**src/hdl/abed_pkg.sv**
```systemverilog
// Shared types and constants for the audio bang event detector.
package abed_pkg;

    // Configuration register indexes.
    localparam logic [2:0] REG_SILENT_LEVEL    = 3'd0;
    localparam logic [2:0] REG_TRIGGER_LEVEL   = 3'd1;
    localparam logic [2:0] REG_WINDOW_LEVEL    = 3'd2;
    localparam logic [2:0] REG_EVENT_LEVEL     = 3'd3;
    localparam logic [2:0] REG_WINDOW_LENGTH   = 3'd4;
    localparam logic [2:0] REG_HOLDOFF_SAMPLES = 3'd5;

    // Input function codes and result kinds.
    localparam logic FUNC_SAMPLE = 1'b0;
    localparam logic FUNC_READ   = 1'b1;
    localparam logic KIND_BANG   = 1'b0;
    localparam logic KIND_READ   = 1'b1;

    // Mean reported by a window in which no sample counted.
    localparam logic [16:0] NO_COUNT_MEAN = 17'd42;

    // Reciprocal of ten scaled by 2^23; exact for 20-bit dividends.
    localparam logic [19:0] RECIP_TEN  = 20'd838861;
    localparam int          RECIP_SHIFT = 23;

    // Depth of the command queue between front and back.
    localparam int QUEUE_DEPTH = 4;

    // Number of bangs kept in the history; the entry fields are sized for this depth.
    localparam int HISTORY_DEPTH = 32;

    typedef struct packed {
        logic        func;
        logic [9:0]  sample;
        logic [26:0] time_ms;
        logic [4:0]  entry_index;
    } in_t;

    typedef struct packed {
        logic        kind;
        logic [16:0] loudness;
        logic [26:0] event_time;
        logic [5:0]  entries;
        logic        entry_valid;
    } out_t;

    typedef struct packed {
        logic [9:0]  silent_level;
        logic [16:0] trigger_level;
        logic [16:0] window_level;
        logic [16:0] event_level;
        logic [7:0]  window_length;
        logic [15:0] holdoff_samples;
    } cfg_t;

    // Classified command handed from the front to the back.
    typedef struct packed {
        logic        func;
        logic [16:0] loud;
        logic [26:0] time_ms;
        logic [4:0]  entry_index;
    } cmd_t;

    typedef struct packed {
        logic [16:0] loud;
        logic [26:0] time_ms;
    } hist_t;

    typedef enum logic [1:0] {
        PH_IDLE,
        PH_WINDOW,
        PH_HOLDOFF
    } phase_t;

    typedef enum logic [2:0] {
        BK_IDLE,
        BK_DIV,
        BK_FINISH,
        BK_READ,
        BK_EMIT
    } back_state_t;

endpackage

```
**src/hdl/abed_front.sv**
```systemverilog
// Front end: accepts words and computes the scaled loudness of each sample.
module abed_front
    import abed_pkg::*;
(
    input  logic        clk,
    input  logic        rst_n,
    input  logic        push,
    output logic        full,
    input  in_t         in_item,
    input  logic [9:0]  silent_level,
    output logic        enq,
    output cmd_t        enq_data,
    input  logic        q_full
);

    logic        busy_reg, busy_next;
    logic [1:0]  step_reg, step_next;
    in_t         item_reg;
    logic [19:0] sq_reg;
    logic [29:0] phi_reg;
    logic [29:0] plo_reg;
    logic [16:0] loud_reg;
    logic [9:0]  diff;
    logic [39:0] prod;

    // Distance of the sample from the silent level.
    always_comb
    begin
        if (item_reg.sample > silent_level)
            diff = item_reg.sample - silent_level;
        else
            diff = silent_level - item_reg.sample;
        prod = {phi_reg, 10'b0} + {10'b0, plo_reg};
    end

    // Sequencer: square, two partial products, combine, hand over.
    always_comb
    begin
        busy_next = busy_reg;
        step_next = step_reg;
        if (!busy_reg)
        begin
            if (push)
            begin
                busy_next = 1'b1;
                step_next = 2'd0;
            end
        end
        else if (step_reg != 2'd3)
            step_next = step_reg + 2'd1;
        else if (!q_full)
            busy_next = 1'b0;
    end

    always_ff @(posedge clk or negedge rst_n)
    begin
        if (!rst_n)
        begin
            busy_reg <= 1'b0;
            step_reg <= 2'd0;
        end
        else
        begin
            busy_reg <= busy_next;
            step_reg <= step_next;
        end
    end

    // Datapath registers.
    always_ff @(posedge clk)
    begin
        if (!busy_reg && push)
            item_reg <= in_item;
        sq_reg   <= diff * diff;
        phi_reg  <= sq_reg[19:10] * RECIP_TEN;
        plo_reg  <= sq_reg[9:0] * RECIP_TEN;
        loud_reg <= prod[RECIP_SHIFT +: 17];
    end

    assign full = busy_reg;
    assign enq  = busy_reg && (step_reg == 2'd3) && !q_full;
    assign enq_data = '{func: item_reg.func, loud: loud_reg, time_ms: item_reg.time_ms,
                        entry_index: item_reg.entry_index};

endmodule

```
**src/hdl/abed_queue.sv**
```systemverilog
// Short command queue between the front and the back.
module abed_queue
    import abed_pkg::*;
(
    input  logic clk,
    input  logic rst_n,
    input  logic enq,
    input  cmd_t enq_data,
    output logic q_full,
    input  logic deq,
    output cmd_t deq_data,
    output logic q_empty
);

    localparam int AW = $clog2(QUEUE_DEPTH);

    cmd_t          slots_reg [QUEUE_DEPTH];
    logic [AW-1:0] wr_ptr_reg, rd_ptr_reg;
    logic [AW:0]   count_reg;

    assign q_full   = (count_reg == (AW+1)'(QUEUE_DEPTH));
    assign q_empty  = (count_reg == '0);
    assign deq_data = slots_reg[rd_ptr_reg];

    // Pointers and fill count.
    always_ff @(posedge clk or negedge rst_n)
    begin
        if (!rst_n)
        begin
            wr_ptr_reg <= '0;
            rd_ptr_reg <= '0;
            count_reg  <= '0;
        end
        else
        begin
            if (enq)
                wr_ptr_reg <= wr_ptr_reg + 1'b1;
            if (deq)
                rd_ptr_reg <= rd_ptr_reg + 1'b1;
            if (enq && !deq)
                count_reg <= count_reg + 1'b1;
            else if (deq && !enq)
                count_reg <= count_reg - 1'b1;
        end
    end

    // Storage.
    always_ff @(posedge clk)
    begin
        if (enq)
            slots_reg[wr_ptr_reg] <= enq_data;
    end

endmodule

```
**src/hdl/abed_back.sv**
```systemverilog
// Back end: capture window, serial mean divider, bang history and result register.
module abed_back
    import abed_pkg::*;
(
    input  logic clk,
    input  logic rst_n,
    input  cfg_t cfg,
    input  logic q_empty,
    input  cmd_t deq_data,
    output logic deq,
    output logic empty,
    input  logic pop,
    output out_t out_item
);

    localparam int PW  = (HISTORY_DEPTH > 1) ? $clog2(HISTORY_DEPTH) : 1;
    localparam int CW  = $clog2(HISTORY_DEPTH + 1);
    localparam int IW0 = (PW > CW) ? PW : CW;
    localparam int IW  = (IW0 > 5) ? IW0 : 5;
    localparam int SW  = IW + 1;
    localparam logic [SW-1:0] DEPTH = SW'(HISTORY_DEPTH);

    back_state_t   state_reg, state_next;
    phase_t        phase_reg, phase_next;
    logic [7:0]    wc_reg, wc_next;
    logic [24:0]   sum_reg, sum_next;
    logic [7:0]    cnt_reg, cnt_next;
    logic [26:0]   ttime_reg, ttime_next;
    logic [15:0]   hc_reg, hc_next;
    logic [PW-1:0] oldest_reg, oldest_next;
    logic [CW-1:0] count_reg, count_next;
    logic [24:0]   quo_reg, quo_next;
    logic [7:0]    rem_reg, rem_next;
    logic [4:0]    dstep_reg, dstep_next;
    logic [16:0]   mean_reg, mean_next;
    logic          rvalid_reg, rvalid_next;
    out_t          res_reg, res_next;
    out_t          out_reg;
    logic          out_valid_reg;
    logic          out_load;

    hist_t         hist_mem [HISTORY_DEPTH];
    hist_t         rd_data_reg;
    logic          rd_en, wr_en;
    logic [PW-1:0] rd_slot, wr_slot;
    hist_t         wr_data;

    logic [SW-1:0] rd_sum, wr_sum, old_inc;
    logic [7:0]    len;
    logic [8:0]    trial;
    logic          qbit;

    // Slot arithmetic for the circular history.
    always_comb
    begin
        rd_sum = SW'(oldest_reg) + SW'(deq_data.entry_index);
        if (rd_sum >= DEPTH)
            rd_sum = rd_sum - DEPTH;
        wr_sum = SW'(oldest_reg) + SW'(count_reg);
        if (wr_sum >= DEPTH)
            wr_sum = wr_sum - DEPTH;
        old_inc = SW'(oldest_reg) + SW'(1);
        if (old_inc >= DEPTH)
            old_inc = '0;
        len   = (cfg.window_length == 8'd0) ? 8'd1 : cfg.window_length;
        trial = {rem_reg, quo_reg[24]};
        qbit  = (trial >= {1'b0, cnt_reg});
    end

    assign out_load = (state_reg == BK_EMIT) && (!out_valid_reg || pop);

    // Sequencer and window state.
    always_comb
    begin
        state_next  = state_reg;
        phase_next  = phase_reg;
        wc_next     = wc_reg;
        sum_next    = sum_reg;
        cnt_next    = cnt_reg;
        ttime_next  = ttime_reg;
        hc_next     = hc_reg;
        oldest_next = oldest_reg;
        count_next  = count_reg;
        quo_next    = quo_reg;
        rem_next    = rem_reg;
        dstep_next  = dstep_reg;
        mean_next   = mean_reg;
        rvalid_next = rvalid_reg;
        res_next    = res_reg;
        deq         = 1'b0;
        rd_en       = 1'b0;
        wr_en       = 1'b0;
        rd_slot     = PW'(rd_sum);
        wr_slot     = oldest_reg;
        wr_data     = '{loud: mean_reg, time_ms: ttime_reg};

        unique case (state_reg)
            BK_IDLE:
            begin
                if (!q_empty)
                begin
                    deq = 1'b1;
                    if (deq_data.func == FUNC_READ)
                    begin
                        rd_en       = 1'b1;
                        rvalid_next = (SW'(deq_data.entry_index) < SW'(count_reg));
                        state_next  = BK_READ;
                    end
                    else
                    begin
                        unique case (phase_reg)
                            PH_WINDOW:
                            begin
                                if (deq_data.loud > cfg.window_level)
                                begin
                                    sum_next = sum_reg + 25'(deq_data.loud);
                                    cnt_next = cnt_reg + 8'd1;
                                end
                                wc_next = wc_reg + 8'd1;
                                if (wc_next >= len)
                                begin
                                    hc_next    = cfg.holdoff_samples;
                                    phase_next = (cfg.holdoff_samples != 16'd0) ?
                                                 PH_HOLDOFF : PH_IDLE;
                                    if (cnt_next != 8'd0)
                                    begin
                                        quo_next   = sum_next;
                                        rem_next   = '0;
                                        dstep_next = '0;
                                        state_next = BK_DIV;
                                    end
                                    else
                                    begin
                                        mean_next  = NO_COUNT_MEAN;
                                        state_next = BK_FINISH;
                                    end
                                end
                            end
                            PH_HOLDOFF:
                            begin
                                if (hc_reg != 16'd0)
                                    hc_next = hc_reg - 16'd1;
                                if (hc_next == 16'd0)
                                    phase_next = PH_IDLE;
                            end
                            default:
                            begin
                                phase_next = PH_IDLE;
                                if (deq_data.loud > cfg.trigger_level)
                                begin
                                    ttime_next = deq_data.time_ms;
                                    wc_next    = '0;
                                    sum_next   = '0;
                                    cnt_next   = '0;
                                    phase_next = PH_WINDOW;
                                end
                            end
                        endcase
                    end
                end
            end
            BK_DIV:
            begin
                // One quotient bit per cycle, restoring division.
                rem_next   = qbit ? 8'(trial - {1'b0, cnt_reg}) : trial[7:0];
                quo_next   = {quo_reg[23:0], qbit};
                dstep_next = dstep_reg + 5'd1;
                if (dstep_reg == 5'd24)
                begin
                    mean_next  = quo_next[16:0];
                    state_next = BK_FINISH;
                end
            end
            BK_FINISH:
            begin
                if (mean_reg > cfg.event_level)
                begin
                    wr_en = 1'b1;
                    if (SW'(count_reg) < DEPTH)
                    begin
                        wr_slot    = PW'(wr_sum);
                        count_next = count_reg + 1'b1;
                    end
                    else
                    begin
                        wr_slot     = oldest_reg;
                        oldest_next = PW'(old_inc);
                    end
                    res_next   = '{kind: KIND_BANG, loudness: mean_reg, event_time: ttime_reg,
                                   entries: 6'(count_next), entry_valid: 1'b1};
                    state_next = BK_EMIT;
                end
                else
                    state_next = BK_IDLE;
            end
            BK_READ:
            begin
                res_next   = '{kind: KIND_READ,
                               loudness: rvalid_reg ? rd_data_reg.loud : 17'd0,
                               event_time: rvalid_reg ? rd_data_reg.time_ms : 27'd0,
                               entries: 6'(count_reg), entry_valid: rvalid_reg};
                state_next = BK_EMIT;
            end
            BK_EMIT:
            begin
                if (out_load)
                    state_next = BK_IDLE;
            end
            default:
                state_next = BK_IDLE;
        endcase
    end

    // Control state.
    always_ff @(posedge clk or negedge rst_n)
    begin
        if (!rst_n)
        begin
            state_reg     <= BK_IDLE;
            phase_reg     <= PH_IDLE;
            wc_reg        <= '0;
            sum_reg       <= '0;
            cnt_reg       <= '0;
            ttime_reg     <= '0;
            hc_reg        <= '0;
            oldest_reg    <= '0;
            count_reg     <= '0;
            dstep_reg     <= '0;
            out_valid_reg <= 1'b0;
        end
        else
        begin
            state_reg  <= state_next;
            phase_reg  <= phase_next;
            wc_reg     <= wc_next;
            sum_reg    <= sum_next;
            cnt_reg    <= cnt_next;
            ttime_reg  <= ttime_next;
            hc_reg     <= hc_next;
            oldest_reg <= oldest_next;
            count_reg  <= count_next;
            dstep_reg  <= dstep_next;
            if (out_load)
                out_valid_reg <= 1'b1;
            else if (pop)
                out_valid_reg <= 1'b0;
        end
    end

    // Datapath registers.
    always_ff @(posedge clk)
    begin
        quo_reg    <= quo_next;
        rem_reg    <= rem_next;
        mean_reg   <= mean_next;
        rvalid_reg <= rvalid_next;
        res_reg    <= res_next;
        if (out_load)
            out_reg <= res_reg;
    end

    // History memory: one write port, one registered read port.
    always_ff @(posedge clk)
    begin
        if (wr_en)
            hist_mem[wr_slot] <= wr_data;
        if (rd_en)
            rd_data_reg <= hist_mem[rd_slot];
    end

    assign empty    = !out_valid_reg;
    assign out_item = out_reg;

endmodule

```
**src/hdl/audio_bang_event_detector_top.sv**
```systemverilog
// Top level of the audio bang event detector.
//
//   channel   direction  handshake           word
//   input     in         push / full         in_item  (func, sample, time_ms, entry_index)
//   result    out        empty / pop         out_item (kind, loudness, event_time,
//                                                      entries, entry_valid)
//   config    in         cfg_write           cfg_index, cfg_data
//
// The front takes a new word only after handing the last to the queue (square, partial
// products and combine, then handover). A sample that closes a window with counted samples
// holds the back in the serial 25-bit divider; a history read uses the registered read port.
// Reset is asynchronous; the history needs no clearing pass, since entries are only
// read below the fill count. A stalled result stalls the back only when it has a
// further result to deliver; the queue between front and back absorbs the rest.
module audio_bang_event_detector_top
    import abed_pkg::*;
(
    input  logic        clk,
    input  logic        rst_n,
    input  logic        push,
    output logic        full,
    input  in_t         in_item,
    output logic        empty,
    input  logic        pop,
    output out_t        out_item,
    input  logic        cfg_write,
    input  logic [2:0]  cfg_index,
    input  logic [16:0] cfg_data
);

    cfg_t cfg_reg;
    logic enq, q_full, deq, q_empty;
    cmd_t enq_data, deq_data;

    // Configuration registers.
    always_ff @(posedge clk or negedge rst_n)
    begin
        if (!rst_n)
        begin
            cfg_reg.silent_level    <= 10'd540;
            cfg_reg.trigger_level   <= 17'd420;
            cfg_reg.window_level    <= 17'd252;
            cfg_reg.event_level     <= 17'd1008;
            cfg_reg.window_length   <= 8'd84;
            cfg_reg.holdoff_samples <= 16'd0;
        end
        else if (cfg_write)
        begin
            unique case (cfg_index)
                REG_SILENT_LEVEL:    cfg_reg.silent_level    <= cfg_data[9:0];
                REG_TRIGGER_LEVEL:   cfg_reg.trigger_level   <= cfg_data;
                REG_WINDOW_LEVEL:    cfg_reg.window_level    <= cfg_data;
                REG_EVENT_LEVEL:     cfg_reg.event_level     <= cfg_data;
                REG_WINDOW_LENGTH:   cfg_reg.window_length   <= cfg_data[7:0];
                REG_HOLDOFF_SAMPLES: cfg_reg.holdoff_samples <= cfg_data[15:0];
                default:             cfg_reg <= cfg_reg;
            endcase
        end
    end

    abed_front u_front (
        .clk          (clk),
        .rst_n        (rst_n),
        .push         (push),
        .full         (full),
        .in_item      (in_item),
        .silent_level (cfg_reg.silent_level),
        .enq          (enq),
        .enq_data     (enq_data),
        .q_full       (q_full)
    );

    abed_queue u_queue (
        .clk      (clk),
        .rst_n    (rst_n),
        .enq      (enq),
        .enq_data (enq_data),
        .q_full   (q_full),
        .deq      (deq),
        .deq_data (deq_data),
        .q_empty  (q_empty)
    );

    abed_back u_back (
        .clk      (clk),
        .rst_n    (rst_n),
        .cfg      (cfg_reg),
        .q_empty  (q_empty),
        .deq_data (deq_data),
        .deq      (deq),
        .empty    (empty),
        .pop      (pop),
        .out_item (out_item)
    );

endmodule

```
**config.mk**
```make
export PLATFORM = sky130hd
export DESIGN_NAME = audio_bang_event_detector_top
export DESIGN_NICKNAME = d
export VERILOG_FILES = /design/src/hdl/abed_pkg.sv /design/src/hdl/abed_front.sv /design/src/hdl/abed_queue.sv /design/src/hdl/abed_back.sv /design/src/hdl/audio_bang_event_detector_top.sv
export SDC_FILE = /design/constraint.sdc
export NUM_CORES = 2
export LEC_CHECK = 0
export BUFFER_PORTS_ARGS = -buffer_cell sky130_fd_sc_hd__buf_2
export CORE_UTILIZATION = 58
export CTS_CLUSTER_DIAMETER = 40
export DETAILED_ROUTE_END_ITERATION = 6
export PLACE_DENSITY_LB_ADDON = 0.12
export REMOVE_ABC_BUFFERS = 1
export SYNTH_ARGS = -nofsm -noshare
export SYNTH_HDL_FRONTEND = slang
export SYNTH_SLANG_ARGS = --single-unit
```
**constraint.sdc**
```tcl
create_clock -name clk -period 20.1 [get_ports clk]
set_input_delay 2.01 -clock clk [delete_from_list [all_inputs] [get_ports clk]]
set_output_delay 2.01 -clock clk [all_outputs]
set_load 0.02 [all_outputs]
```
==> results.json <==
{
  "end_kind": "register",
  "hold_viol": 0,
  "cts_buffers": 281,
  "rsz0062_at_grt": "false",
  "grt_max_degree": 110,
  "yosys.area_share.simple_pct": 3.89,
  "clk_latency_ns": 0.91,
  "core.rowCount": 145,
  "synth_top_area_share_pct": 60.8,
  "synth_compound_area_share_pct": 3.64,
  "synth_flop_cell": "edfxtp_1",
  "final_cell_mix": "1850 x edfxtp_1, 490 x mux4_2, 341 x ha_1",
  "syn-instance-count": 5145,
  "ys_types": 90,
  "slew_headroom_pct": 12.7,
  "avgSynthCellArea_um2": 17.8,
  "ios": 122,
  "maxCapViolCount": 0,
  "ys_warn_count": 0,
  "antenna_left": 0,
  "start_util_pct": 58.5,
  "synth_largest_area_cell": "edfxtp_1",
  "antenna_found_initial": 13,
  "synth.yosys.seq_area_share_pct": 68.2,
  "fin_nets": 5969,
  "postCtsSetupRepairBufs": 0,
  "synth_edf_count": 1850,
  "grt_pass1_vias": 49376,
  "htreeDepth": 5,
  "period_needed_ns": 8.28,
  "viasPerCell": 6.16,
  "syn-cell-area_um2": 91400,
  "clockRootBuffer": "clkbuf_16",
  "fin_crit_sh_pct": 41.2,
  "finalSetupViolations": 0,
  "hold_class": "register to register",
  "die_w_um": 399,
  "cts_resized": 0,
  "cts_tree": "done",
  "yosys.area_share.adder_pct": 7.11,
  "num_vias": 47539,
  "tns_ns": 0,
  "drt-initial-drc-count": 4429,
  "worstPathRequired_ns": 20.84,
  "clkTransAtPathRegs_ns": 0.05,
  "critPathMaxFanout": 13,
  "tightest_slew_ns": 1.31,
  "drive_gt1_share_pct": 23.7,
  "drv_slew": 0,
  "antenna_cells": 0,
  "coreArea_um2": 156000,
  "wl_per_cell_um": 27.9,
  "port_buffers": 121,
  "design.die.area_um2": 159000,
  "synthTopCellsByArea": "edfxtp_1 61%, mux4_2 12%, dfrtp_1 4.9%, ha_1 4.7%, fa_1 2.4%",
  "final_common_cell": "edfxtp_1",
  "path_class": "register to register",
  "synth_mux_area_share_pct": 13.7,
  "place_congestion": 0.822,
  "finClkSkew_ns": 0.0740,
  "area_growth_pct": 13.9,
  "num-fill-cells": 10393,
  "dpl.hpwl_um": 122000,
  "grt_pass1_wl_um": 318000,
  "wl_um": 215000,
  "ys_ff_latch": 2137,
  "gr-total-overflow": 0,
  "async_flop_share_pct": 9.41,
  "synthXorXnorAreaFrac_pct": 1.45,
  "clockBufferDepth": 4,
  "crit_path_start_kind": "register",
  "grtUsageTotal_pct": 27.8,
  "cts.sinks": 2137,
  "holdBufCountCts": 0,
  "reg2reg_slack_ns": 11.82,
  "outcome": "completed",
  "arrival_ns": 9.03,
  "die_h_um": 399,
  "fmax_mhz": 121,
  "synth_top_family_by_area": "multiplexers",
  "drc": 0,
  "first_pass_iters": 5,
  "largest_reg_flops": 1408
}
## layer usage
metal  global-route usage [%]  up-vias  wire length (µm)
met2                     46.8     1910            108000
met5                        0        -                50
met1                     36.4    24542             82900
met3                     5.61      387             17400
li1                         -    20692                 -
met4                     9.11        8              6650
## cell families after synthesis
group	Yosys count
AO/OA/AOI/OAI	525
XOR/XNOR	150
adder cells (fa/ha/maj)	453
buffers and inverters	489
flip-flops	2137
multiplexers	622
other	1
AND/OR/NAND/NOR	768
## path summary, 6_finish.rpt
check | from | to | cells after the start
setup reg to reg | cfg_reg[79] | u_front.sq_reg[18] | 24
hold / removal | u_back.res_reg[17] | u_back.out_item[17] | 0
setup / recovery | cfg_reg[79] | u_front.sq_reg[18] | 24
max in group asynchronous | rst_n | u_back.cnt_reg[2] | 3
min in group asynchronous | rst_n | u_back.ttime_reg[13] | 1
hold reg to reg | u_back.res_reg[17] | u_back.out_item[17] | 0
## layout make-up
type	count	area, µm²	area share (%)
Clock buffer	340	7530	7.23
Clock inverter	149	1690	1.63
Inverter	295	1110	1.06
Multi-Input combinational cell	2521	27600	26.5
Sequential cell	2137	62300	59.9
Tap cell	2058	2570	2.47
Timing Repair Buffer	212	1320	1.27
## cells in the mapped netlist, drive strengths merged (5+ instances only)
| cell | count |
|---|---|
| edfxtp | 1850 |
| mux4 | 490 |
| ha | 342 |
| inv | 294 |
| nand2 | 250 |
| nor2 | 209 |
| dfrtp | 178 |
| o21ai | 173 |
| clkbuf | 159 |
| a21oi | 123 |
| mux2 | 113 |
| fa | 111 |
| xnor2 | 110 |
| dfxtp | 86 |
| nand3 | 86 |
| a21o | 56 |
| xor2 | 40 |
| buf | 35 |
| nor3 | 35 |
| and3 | 30 |
| nand2b | 29 |
| o21bai | 25 |
| nand4 | 24 |
| dfstp | 23 |
| nor2b | 22 |
| nor4 | 21 |
| mux2i | 19 |
| a22o | 18 |
| a31oi | 18 |
| or2 | 17 |
| o21a | 16 |
| and2 | 14 |
| o22ai | 13 |
| a211oi | 11 |
| o31ai | 10 |
| a21boi | 8 |
| a22oi | 7 |
| a41o | 6 |
| nor3b | 6 |
| o211ai | 6 |
| or3 | 6 |
| nand3b | 5 |
## critical path: stages (launching register included)
cell and delay, ns:
dfstp_2 0.52, inv_1 0.05, ha_1 0.38, and3_1 0.20, nand4_1 0.21, o22ai_1 0.90
a21boi_0 0.26, xnor2_1 0.89, or2_2 0.28, inv_1 0.06, fa_1 0.41, inv_1 0.07
fa_1 0.44, fa_1 0.55, inv_1 0.05, fa_1 0.39, fa_1 0.44, ha_1 0.35
a21oi_1 0.27, o21ai_0 0.14, and2_1 0.20, o41ai_1 0.45, nand2b_1 0.23, a21oi_1 0.09
o311ai_0 0.30
## metrics by stage
step                      util (%)  area [µm²]  instances  hold slack [ns]  setup slack, ns
after floorplan                  -       90700       4953            0.400             2.59
after global placement        60.7       94900       7223            0.402            11.93
after detailed placement      60.7       94900       7223            0.405            11.87
after CTS                     66.6      104000       7712            0.388            11.80
after global routing          66.6      104000       7712            0.387            11.13
final                         66.6      104000       7712            0.387            11.82
Power is not shown: default switching activity piles up to over one toggle a cycle in this logic, so the estimate is an artifact.
